## src/rtl/core/assert_macros.svh

```systemverilog
// Assertion helpers shared by the RTL. Simulation builds get concurrent
// assertions. Synthesis builds define SYNTHESIS, and then every macro expands
// to nothing.
`ifndef ASSERT_MACROS_SVH
`define ASSERT_MACROS_SVH

`ifndef SYNTHESIS

// When the antecedent holds at an edge, the consequent must hold at the same edge.
`define ASSERT_IMPLIES(label, clk, rst, ante, cons) \
  label: assert property (@(posedge clk) disable iff (rst) (ante) |-> (cons)) \
    else $error("assertion failed");

// When the antecedent holds at an edge, the consequent must hold at the next edge.
`define ASSERT_NEXT(label, clk, rst, ante, cons) \
  label: assert property (@(posedge clk) disable iff (rst) (ante) |=> (cons)) \
    else $error("assertion failed");

`else

`define ASSERT_IMPLIES(label, clk, rst, ante, cons)
`define ASSERT_NEXT(label, clk, rst, ante, cons)

`endif

`endif

```

## src/rtl/core/pbu_pkg.sv

```systemverilog
package pbu_pkg;

  localparam logic [7:0] CHANNEL_MAX = 8'd255;
  localparam int NUM_CHAN = 3;

  // Register indexes of the write port.
  localparam logic [1:0] REG_BLEND_MODE   = 2'd0;
  localparam logic [1:0] REG_GREEN_OFFSET = 2'd1;
  localparam logic [1:0] REG_RED_GAIN     = 2'd2;

  // Blend mode codes. Codes above MODE_GREY_B pass the top pixel through.
  localparam logic [3:0] MODE_MUL       = 4'd0;
  localparam logic [3:0] MODE_SUB       = 4'd1;
  localparam logic [3:0] MODE_SCREEN    = 4'd2;
  localparam logic [3:0] MODE_OVERLAY   = 4'd3;
  localparam logic [3:0] MODE_ADD_GREEN = 4'd4;
  localparam logic [3:0] MODE_RED_GAIN  = 4'd5;
  localparam logic [3:0] MODE_GREY_R    = 4'd6;
  localparam logic [3:0] MODE_GREY_G    = 4'd7;
  localparam logic [3:0] MODE_GREY_B    = 4'd8;

  // One incoming request: the top layer pixel and the bottom layer pixel.
  typedef struct packed {
    logic [7:0] top_red;
    logic [7:0] top_green;
    logic [7:0] top_blue;
    logic [7:0] bottom_red;
    logic [7:0] bottom_green;
    logic [7:0] bottom_blue;
  } pixel_pair_t;

  // One blended pixel.
  typedef struct packed {
    logic [7:0] out_red;
    logic [7:0] out_green;
    logic [7:0] out_blue;
  } pixel_out_t;

  typedef struct packed {
    logic [3:0]        blend_mode;
    logic signed [8:0] green_offset;
    logic [3:0]        red_gain;
  } blend_cfg_t;

  // The kind of work left for a channel after the front stage.
  typedef enum logic [2:0] {
    KIND_DIRECT,
    KIND_MUL,
    KIND_SCREEN,
    KIND_OVL_LOW,
    KIND_OVL_HIGH
  } chan_kind_t;

  typedef struct packed {
    chan_kind_t kind;
    logic [7:0] x;
    logic [7:0] y;
    logic [7:0] direct;
  } chan_work_t;

endpackage

```

## src/rtl/core/pbu_prep.sv

```systemverilog
module pbu_prep import pbu_pkg::*; (
  input  logic                        clk,
  input  logic                        en,
  input  pixel_pair_t                 pair,
  input  blend_cfg_t                  cfg,
  output chan_work_t [NUM_CHAN-1:0]   work
);

  localparam logic [7:0] CHANNEL_HALF = CHANNEL_MAX >> 1;

  logic [NUM_CHAN-1:0][7:0]  ta;
  logic [NUM_CHAN-1:0][7:0]  tb;
  logic signed [10:0]        green_sum;
  logic [11:0]               red_prod;
  logic [7:0]                green_sat;
  logic [7:0]                red_sat;
  logic [7:0]                grey;
  chan_work_t [NUM_CHAN-1:0] work_next;

  assign ta = {pair.top_blue, pair.top_green, pair.top_red};
  assign tb = {pair.bottom_blue, pair.bottom_green, pair.bottom_red};

  always_comb begin
    green_sum = $signed({3'b000, ta[1]})
              + $signed({{2{cfg.green_offset[8]}}, cfg.green_offset});
    if (green_sum < 11'sd0) begin
      green_sat = 8'd0;
    end else if (green_sum > $signed({3'b000, CHANNEL_MAX})) begin
      green_sat = CHANNEL_MAX;
    end else begin
      green_sat = green_sum[7:0];
    end

    red_prod = 12'(ta[0]) * 12'(cfg.red_gain);
    red_sat  = (|red_prod[11:8]) ? CHANNEL_MAX : red_prod[7:0];

    case (cfg.blend_mode)
      MODE_GREY_R: grey = ta[0];
      MODE_GREY_G: grey = ta[1];
      default:     grey = ta[2];
    endcase

    for (int i = 0; i < NUM_CHAN; i++) begin
      work_next[i].kind   = KIND_DIRECT;
      work_next[i].x      = ta[i];
      work_next[i].y      = tb[i];
      work_next[i].direct = ta[i];
      case (cfg.blend_mode)
        MODE_MUL: begin
          work_next[i].kind = KIND_MUL;
        end
        MODE_SUB: begin
          work_next[i].direct = (ta[i] > tb[i]) ? ta[i] - tb[i] : 8'd0;
        end
        MODE_SCREEN: begin
          work_next[i].kind = KIND_SCREEN;
          work_next[i].x    = CHANNEL_MAX - ta[i];
          work_next[i].y    = CHANNEL_MAX - tb[i];
        end
        MODE_OVERLAY: begin
          if (tb[i] <= CHANNEL_HALF) begin
            work_next[i].kind = KIND_OVL_LOW;
          end else begin
            work_next[i].kind = KIND_OVL_HIGH;
            work_next[i].x    = CHANNEL_MAX - ta[i];
            work_next[i].y    = CHANNEL_MAX - tb[i];
          end
        end
        MODE_ADD_GREEN: begin
          if (i == 1) begin
            work_next[i].direct = green_sat;
          end
        end
        MODE_RED_GAIN: begin
          if (i == 0) begin
            work_next[i].direct = red_sat;
          end else if (i == 2) begin
            work_next[i].direct = 8'd0;
          end
        end
        MODE_GREY_R, MODE_GREY_G, MODE_GREY_B: begin
          work_next[i].direct = grey;
        end
        default: begin
          // Undefined modes pass the top pixel through.
        end
      endcase
    end
  end

  always_ff @(posedge clk) begin
    if (en) begin
      work <= work_next;
    end
  end

endmodule

```

## src/rtl/core/pbu_chan.sv

```systemverilog
module pbu_chan import pbu_pkg::*; (
  input  logic       clk,
  input  logic       en,
  input  chan_work_t work,
  output logic [7:0] result
);

  localparam logic [16:0] SQ_MAX    = 17'(CHANNEL_MAX) * 17'(CHANNEL_MAX);
  localparam logic [16:0] ROUND_ADD = 17'(CHANNEL_MAX >> 1);

  // Product stage.
  logic [15:0] prod;
  chan_kind_t  kind2;
  logic [7:0]  direct2;

  // Scaling stage: rounded numerator and a quotient estimate that is low by
  // at most one.
  logic [16:0] num;
  logic [16:0] num_rnd;
  logic [23:0] scaled;
  logic [16:0] num3;
  logic [7:0]  quot3;
  chan_kind_t  kind3;
  logic [7:0]  direct3;

  // Correction stage.
  logic [16:0] rem;
  logic [7:0]  quot;
  logic [7:0]  result_next;

  always_ff @(posedge clk) begin
    if (en) begin
      prod    <= 16'(work.x) * 16'(work.y);
      kind2   <= work.kind;
      direct2 <= work.direct;
    end
  end

  always_comb begin
    case (kind2)
      KIND_OVL_LOW:  num = {prod, 1'b0};
      KIND_OVL_HIGH: num = SQ_MAX - {prod, 1'b0};
      default:       num = {1'b0, prod};
    endcase
    // Rounding to nearest is floor((n + 127) / 255); the odd divisor rules out ties.
    num_rnd = num + ROUND_ADD;
    // The factor 257 / 65536 sits just below 1 / 255.
    scaled  = 24'({num_rnd, 8'h00}) + 24'(num_rnd);
  end

  always_ff @(posedge clk) begin
    if (en) begin
      num3    <= num_rnd;
      quot3   <= scaled[23:16];
      kind3   <= kind2;
      direct3 <= direct2;
    end
  end

  always_comb begin
    rem  = num3 - 17'(quot3) * 17'(CHANNEL_MAX);
    quot = quot3 + 8'(rem >= 17'(CHANNEL_MAX));
    case (kind3)
      KIND_DIRECT: result_next = direct3;
      KIND_SCREEN: result_next = CHANNEL_MAX - quot;
      default:     result_next = quot;
    endcase
  end

  always_ff @(posedge clk) begin
    if (en) begin
      result <= result_next;
    end
  end

endmodule

```

## src/rtl/core/pixel_blend_unit.sv

```systemverilog
// RGB888 layer blender, one top pixel and one bottom pixel in, one blended
// pixel out.
// The pair channel (pair_valid, pair_stall, pair) carries requests in, and the
// result channel (result_valid, result_stall, result) carries blended pixels out.
// A request is taken at a rising edge with valid high and stall low.
// The write port (cfg_write, cfg_index, cfg_data) sets blend_mode (index 0),
// green_offset (index 1) and red_gain (index 2). Write it only while the block
// holds no requests.
// A request taken at one edge passes through the four register stages in
// order: operand preparation, an 8x8 product per channel, rounded scaling by
// 1/255, and a correction step that feeds the output register, where it shows
// up with result_valid high. Throughput is one pixel per clock while the output
// is not stalled, since each stage then takes a new request every cycle.
// When result_stall is high with a result waiting, every stage holds and
// pair_stall goes high in the same cycle, so nothing is lost or repeated.
// Synchronous reset clears all stage valid bits and loads the register
// defaults: multiply mode, zero green offset, red gain of four.
`include "assert_macros.svh"

module pixel_blend_unit import pbu_pkg::*; (
  input  logic        clk,
  input  logic        rst,
  input  logic        pair_valid,
  output logic        pair_stall,
  input  pixel_pair_t pair,
  output logic        result_valid,
  input  logic        result_stall,
  output pixel_out_t  result,
  input  logic        cfg_write,
  input  logic [1:0]  cfg_index,
  input  logic [8:0]  cfg_data
);

  localparam logic [3:0] RESET_BLEND_MODE = 4'd0;
  localparam logic [3:0] RESET_RED_GAIN   = 4'd4;

  blend_cfg_t                cfg;
  logic                      advance;
  logic [2:0]                stage_valid;
  chan_work_t [NUM_CHAN-1:0] work;
  logic [NUM_CHAN-1:0][7:0]  chan_out;

  // Configuration registers. The write port has no handshake.
  always_ff @(posedge clk) begin
    if (rst) begin
      cfg.blend_mode   <= RESET_BLEND_MODE;
      cfg.green_offset <= '0;
      cfg.red_gain     <= RESET_RED_GAIN;
    end else if (cfg_write) begin
      case (cfg_index)
        REG_BLEND_MODE:   cfg.blend_mode   <= cfg_data[3:0];
        REG_GREEN_OFFSET: cfg.green_offset <= cfg_data;
        REG_RED_GAIN:     cfg.red_gain     <= cfg_data[3:0];
        default: begin
          // Writes to unused indexes are dropped.
        end
      endcase
    end
  end

  // The whole pipeline moves together. It holds only when the output register
  // has a result that the receiver is not taking.
  assign advance    = !(result_valid && result_stall);
  assign pair_stall = !advance;

  always_ff @(posedge clk) begin
    if (rst) begin
      stage_valid  <= '0;
      result_valid <= 1'b0;
    end else if (advance) begin
      stage_valid  <= {stage_valid[1:0], pair_valid};
      result_valid <= stage_valid[2];
    end
  end

  // Front stage: mode decoding, the single-pixel modes and operand selection.
  pbu_prep u_prep (
    .clk  (clk),
    .en   (advance),
    .pair (pair),
    .cfg  (cfg),
    .work (work)
  );

  // Per-channel product, rounded scaling and output register.
  for (genvar c = 0; c < NUM_CHAN; c++) begin : g_chan
    pbu_chan u_chan (
      .clk    (clk),
      .en     (advance),
      .work   (work[c]),
      .result (chan_out[c])
    );
  end

  assign result.out_red   = chan_out[0];
  assign result.out_green = chan_out[1];
  assign result.out_blue  = chan_out[2];

  // An accepted request must occupy the first stage at the next edge.
  `ASSERT_NEXT(a_accept_fills_stage1, clk, rst, pair_valid && !pair_stall, stage_valid[0])
  // A request leaving the last inner stage must land in the output register.
  `ASSERT_NEXT(a_stage3_to_result, clk, rst, stage_valid[2] && advance, result_valid)
  // While the pipeline is held, no stage may gain or lose a request.
  `ASSERT_NEXT(a_hold_keeps_stages, clk, rst, !advance, $stable(stage_valid) && result_valid)
  // The input side may be held only when a waiting result is being refused.
  `ASSERT_IMPLIES(a_stall_matches_hold, clk, rst, pair_stall, result_valid && result_stall)

endmodule
```

## config.mk

```make
export PLATFORM = sky130hd
export DESIGN_NAME = pixel_blend_unit
export DESIGN_NICKNAME = d
export VERILOG_FILES = /design/src/rtl/core/pbu_pkg.sv /design/src/rtl/core/pbu_prep.sv /design/src/rtl/core/pbu_chan.sv /design/src/rtl/core/pixel_blend_unit.sv
export VERILOG_INCLUDE_DIRS = /design/src /design/src/rtl/core
export SDC_FILE = /design/constraint.sdc
export NUM_CORES = 2
export LEC_CHECK = 0
export ABC_AREA = 1
export BUFFER_PORTS_ARGS = -buffer_cell sky130_fd_sc_hd__buf_4
export CORE_MARGIN = 5
export CORE_UTILIZATION = 65
export CTS_BUF_LIST = sky130_fd_sc_hd__clkbuf_4 sky130_fd_sc_hd__clkbuf_8 sky130_fd_sc_hd__clkbuf_16
export DETAILED_ROUTE_END_ITERATION = 8
export PLACE_DENSITY = 0.84
export SLEW_MARGIN = 20
export SYNTH_ARGS = -nofsm -noshare
export SYNTH_HDL_FRONTEND = slang
export SYNTH_SLANG_ARGS = --single-unit
```

## constraint.sdc

```tcl
create_clock -name clk -period 10.9 [get_ports clk]
set_clock_uncertainty 0.15 [all_clocks]
set_input_delay 1.09 -clock clk [delete_from_list [all_inputs] [get_ports clk]]
set_output_delay 1.09 -clock clk [all_outputs]
set_load 0.01 [all_outputs]
```

# Word-level counts from Yosys, hierarchy flattened
# Index checks and enable logic that the tools add are counted.
[totals] register_bits=315 out_inout_bits=26 wordCells=145
[op_classes] n_addsub=28 multipliers=7 n_lt_le_gt_ge=11 n_eq_ne=19 muxes=28 n_reduce_logical=11
[ops] cell="$pmux W17 S2" count=3
[ops] cell="$pmux W16 S2" count=3
[ops] cell="$add A24 B17 Y24" count=3
[ops] cell="$pmux W8 S3" count=3
[ops] cell="$sub A8 B8 Y8 const A" count=9
[ops] cell="$pmux W8 S2" count=4
[ops] cell="$add A17 B7 Y17 const B" count=3
[ops] cell="$ge A17 B8 Y1 const B" count=3
[ops] cell="$sub A16 B17 Y17 const A" count=3
[ops] cell="$sub A17 B16 Y17" count=3
[ops] cell="$mul A8 B8 Y16" count=3
[ops] cell="$mul A8 B8 Y16 const B" count=3
[ops] cell="$mux W16" count=3
[ops] cell="$mux W8" count=6
[ops] cell="$pmux W3 S3" count=3
[ops] cell="$add A8 B1 Y8" count=3
[ops] cell="$gt A8 B8 Y1" count=3
[ops] cell="$le A8 B7 Y1 const B" count=3
[ops] cell="$sub A8 B8 Y8" count=3
[ops] cell="$eq A3 B2 Y1 const B" count=6
[ops] cell="$eq A4 B3 Y1 const B" count=4
[ops] cell="$mul A8 B4 Y12" count=1
[ops] cell="$gt A11 B9 Y1 const B" count=1
[ops] cell="$lt A11 B1 Y1 const B" count=1
[ops] cell="15 further kinds" count=24

# Longest topological paths before layout
[depth] depth_word=6 depth_mapped=30 ltp_nobuf=30

# Cells and area by module
# A second synthesis with hierarchy kept.
[unflattened] hier_cells=3914 hier_area_um2=32900.3
[by_module_without_submodules] module="pbu_chan (g_chan[0].u_chan)" n_inst=1 cells_per_inst=1019 area_each_um2=8535.7
[by_module_without_submodules] module="pbu_chan (g_chan[1].u_chan)" n_inst=1 cells_per_inst=996 area_each_um2=8516.9
[by_module_without_submodules] module="pbu_chan (g_chan[2].u_chan)" n_inst=1 cells_per_inst=987 area_each_um2=8394.3
[by_module_without_submodules] module="pbu_prep" n_inst=1 cells_per_inst=785 area_each_um2=6576.3
[by_module_without_submodules] module="pixel_blend_unit" n_inst=1 cells_per_inst=127 area_each_um2=877.1

# Worst setup path after synthesis
# OpenSTA, ideal clock, no wires.
[synth_timing] path_type="input -> output" from="input result_stall" to="output pair_stall" arrival_time_ns=8.451 slack_ns=1.209 path_stages=2 n_path_buf=0 cell_sequence="nand2_1 inv_1"
[synth_between] elab_chain_cells=1
[synth_lines] element="start, declared" line_no="pixel_blend_unit.sv:27" text="input logic result_stall,"
[synth_lines] element="$logic_and A1 B1 Y1" line_no="pixel_blend_unit.sv:63" text="assign advance = !(result_valid && result_stall);"
[synth_lines] element="end, declared" line_no="pixel_blend_unit.sv:24" text="output logic pair_stall,"
# No other way between the ends.

# Worst setup path after layout
[layout_timing] from="register g_chan[1].u_chan.quot3[6]" to="register g_chan[1].u_chan.result[4], data pin"
[layout_between] elab_chain_cells=6
[layout_lines] element="start, declared" line_no="pbu_chan.sv:22" text="logic [7:0] quot3;"
[layout_lines] element="start signal, assigned" line_no="pbu_chan.sv:54" text="quot3 <= scaled[23:16];"
[layout_lines] element="$mul A8 B8 Y16 *" line_no="pbu_chan.sv:61" text="rem = num3 - 17'(quot3) * 17'(CHANNEL_MAX);"
[layout_lines] element="$sub A17 B16 Y17 *" line_no="pbu_chan.sv:61"
[layout_lines] element="$ge A17 B8 Y1 *" line_no="pbu_chan.sv:62" text="quot = quot3 + 8'(rem >= 17'(CHANNEL_MAX));"
[layout_lines] element="$add A8 B1 Y8 *" line_no="pbu_chan.sv:62"
[layout_lines] element="$sub A8 B8 Y8" line_no="pbu_chan.sv:65" text="KIND_SCREEN: result_next = CHANNEL_MAX - quot;"
[layout_lines] element="$pmux W8 S2 *" line_no="pbu_chan.sv:63" text="case (kind3)"
[layout_lines] element="net g_chan[1].u_chan.result_next[4]" line_no="pbu_chan.sv:29" text="logic [7:0] result_next;"
[layout_lines] element="end signal, assigned" line_no="pbu_chan.sv:72" text="result <= result_next;"
[layout_lines] element="end, declared" line_no="pbu_chan.sv:5" text="output logic [7:0] result"
# Mark *: on every way through the listed nets, which the timed path passes. The rest lies on a longest branch.
# A chain may end at the register's enable or synchronous reset.

==> run metrics <==
Area Overhead vs Synth=7.307%; GPL Wtd Cong=0.9395; Seq cells post-synth=315; first-pass GRT wire length=112.2 mm; most used cell, CP=nand2_1; Post-CTS Hold Buffers=0; Post-Syn Nets=4326; Post-Syn Area=0.03141 mm²; dpl cell area=0.03258 mm²; number of synthesized flops with an enable pin=294; Die Footprint=0.05281 mm²; initial antenna violation count=2; drt drc=0; fin worst setup slack=4.691 ns; CTS max path bufs=3; Placement Setup Slack=4.699 ns; ys flop type=edfxtp_1; Max Cap Viol=0; Data arrival, critical path=6.30 ns; Die H=229.8 µm; WS Path Type=flip-flop to flip-flop; H-tree Lvls=2; dpl hpwl=52.80 mm; row cnt=80; # IOs=90; area of the core=0.04775 mm²; clock sink count=315; relative slew slack=34.41%; Port Buffer Count=89; most common cell after layout, fill and taps aside=nand2_1; Antenna Nets Post-Route=0; ratio of final minimum period to clock period=56.96%; Critical-path top delay cell=fa_1; FFs w/ async S/R, synth=0%; Finished Cell Area=0.03370 mm²; RSZ-0062 raised after global routing=false; Clock transition at path regs=0.06 ns; Final nets=4385; DR WL/cell=15.02 µm; reg2reg path depth=28; Worst EP required=10.99 ns; register area share after synthesis=29.45%; starting density of the core=65.78%; final setup violation count=0; Worst Setup End Kind=flip-flop; CP Max Fanout=6; postcts setup bufs=0; first-iteration detailed-routing DRC count=1774; post-synthesis cell count=3677; fmax=161.1 MHz; routed wire length=65.75 mm; drt via density=5.397; setup TNS=0 ns; Least-Margin Pin Slew=0.9838 ns; CTS tree=yes; Pins Over Slew Limit=0; Hold Path Class=flip-flop to flip-flop; Die Span X=229.8 µm; root buf cell=clkbuf_16; Yosys Warn Count=0; Pre-antenna DRT Iters=8; hold depth=0; Worst R2R Setup Slack=4.69 ns; critical path launch point type=flip-flop; commonest cells after routing, fill and taps aside=796 x nand2_1, 788 x inv_1, 335 x ha_1; GRT Util Overall=25.14%; total CTS buffers=34; Worst path max stage delay=0.57 ns; Synth cell types=56; CTS resizes=0; layout cell share with drive strength beyond 1=6.860%; status=finished, final reports clean; GRT overflow=0; Vias=23630; Syn Area/Cell=8.541 µm²; vias in the first global route=23840; worst skew pair latency=0.53 ns; post-route minimum period=6.209 ns; Hold Violations, Final=0; fin util=70.58%; largest net degree at the start of global routing=84
[cell type report]
cell class,instances,area [µm²]
antenna,2,5.005
clock buffer,39,905.9
clock inverter,22,214.0
fill,3491,14040
inverter,819,3082
multi-input combinational,2473,18780
sequential,315,9249
tap,615,769.5
timing repair buffer,93,698.2
[per-layer routing]
| layer | vias to the layer above | global-route usage [%] | part of all wire, % | routed length [µm] |
|---|---|---|---|---|
| li1 | 11760 | - | - | - |
| met1 | 10990 | 33.46 | 43 | 28010 |
| met2 | 732 | 43.99 | 49 | 32170 |
| met3 | 143 | 2.862 | 5.5 | 3638 |
| met4 | 0 | 7.080 | 2.9 | 1937 |
| met5 | - | 0 | 0 | 0 |
[through the flow]
step / hold slack [ns] / cells
final: 0.2680 / 4378
after global routing: 0.2847 / 4377
after CTS: 0.2671 / 4376
after detailed placement: 0.2545 / 4315
after global placement: 0.2517 / 4315
after floorplan: 0.2503 / 3677
[flip-flops by register name, summed over array words and instances, names as in the netlist, 3 cells and up]
| register | count |
|---|---|
| g_chan.u_chan.result | 24 |
| g_chan.u_chan.num3 | 51 |
| cfg | 17 |
| u_prep.work | 81 |
| g_chan.u_chan.quot3 | 24 |
| g_chan.u_chan.direct2 | 24 |
| g_chan.u_chan.kind3 | 9 |
| g_chan.u_chan.prod | 48 |
| g_chan.u_chan.direct3 | 24 |
| stage_valid | 3 |
| g_chan.u_chan.kind2 | 9 |
[cells in the mapped netlist (55+ instances only)]
master	count	share of area (%)
nand2_1	797	9.5
nor2_1	210	2.5
xnor2_1	61	1.7
edfxtp_1	294	28
nand3_1	151	2.4
xor2_1	114	3.2
inv_1	788	9.4
fa_1	250	16
a21oi_1	157	2.5
nand4_1	68	1.4
o21ai_0	99	1.6
ha_1	335	13
clkbuf_1	55	0.66
[critical path: cells and delay by family, from the launching register on]
kind,cells,cell delay (ns)
adder cells (fa/ha/maj),7,2.91
XOR/XNOR,1,0.23
buffers and inverters,5,0.39
AO/OA/AOI/OAI,6,1.05
AND/OR/NAND/NOR,9,0.74
flip-flops,1,0.45
[cells by family after synthesis]
logic type / count (synthesis) / share of synthesized area, %
AND/OR/NAND/NOR: 1348 / 18.83
flip-flops: 315 / 29.45
XOR/XNOR: 176 / 4.932
buffers and inverters: 889 / 10.78
AO/OA/AOI/OAI: 364 / 6.721
adder cells (fa/ha/maj): 585 / 29.28
[worst paths after layout]
check | to | start
worst min register to register | g_chan[2].u_chan.direct3[0]$_DFFE_PN_ | g_chan[2].u_chan.direct2[0]$_DFFE_PN_
worst max register to register | g_chan[1].u_chan.result[4]$_DFFE_PN_ | g_chan[1].u_chan.quot3[6]$_DFFE_PN_
worst min-delay path | g_chan[2].u_chan.direct3[0]$_DFFE_PN_ | g_chan[2].u_chan.direct2[0]$_DFFE_PN_
worst max-delay path | g_chan[1].u_chan.result[4]$_DFFE_PN_ | g_chan[1].u_chan.quot3[6]$_DFFE_PN_
Power is not shown: default switching activity piles up to over one toggle a cycle in this logic, so the estimate is an artifact.
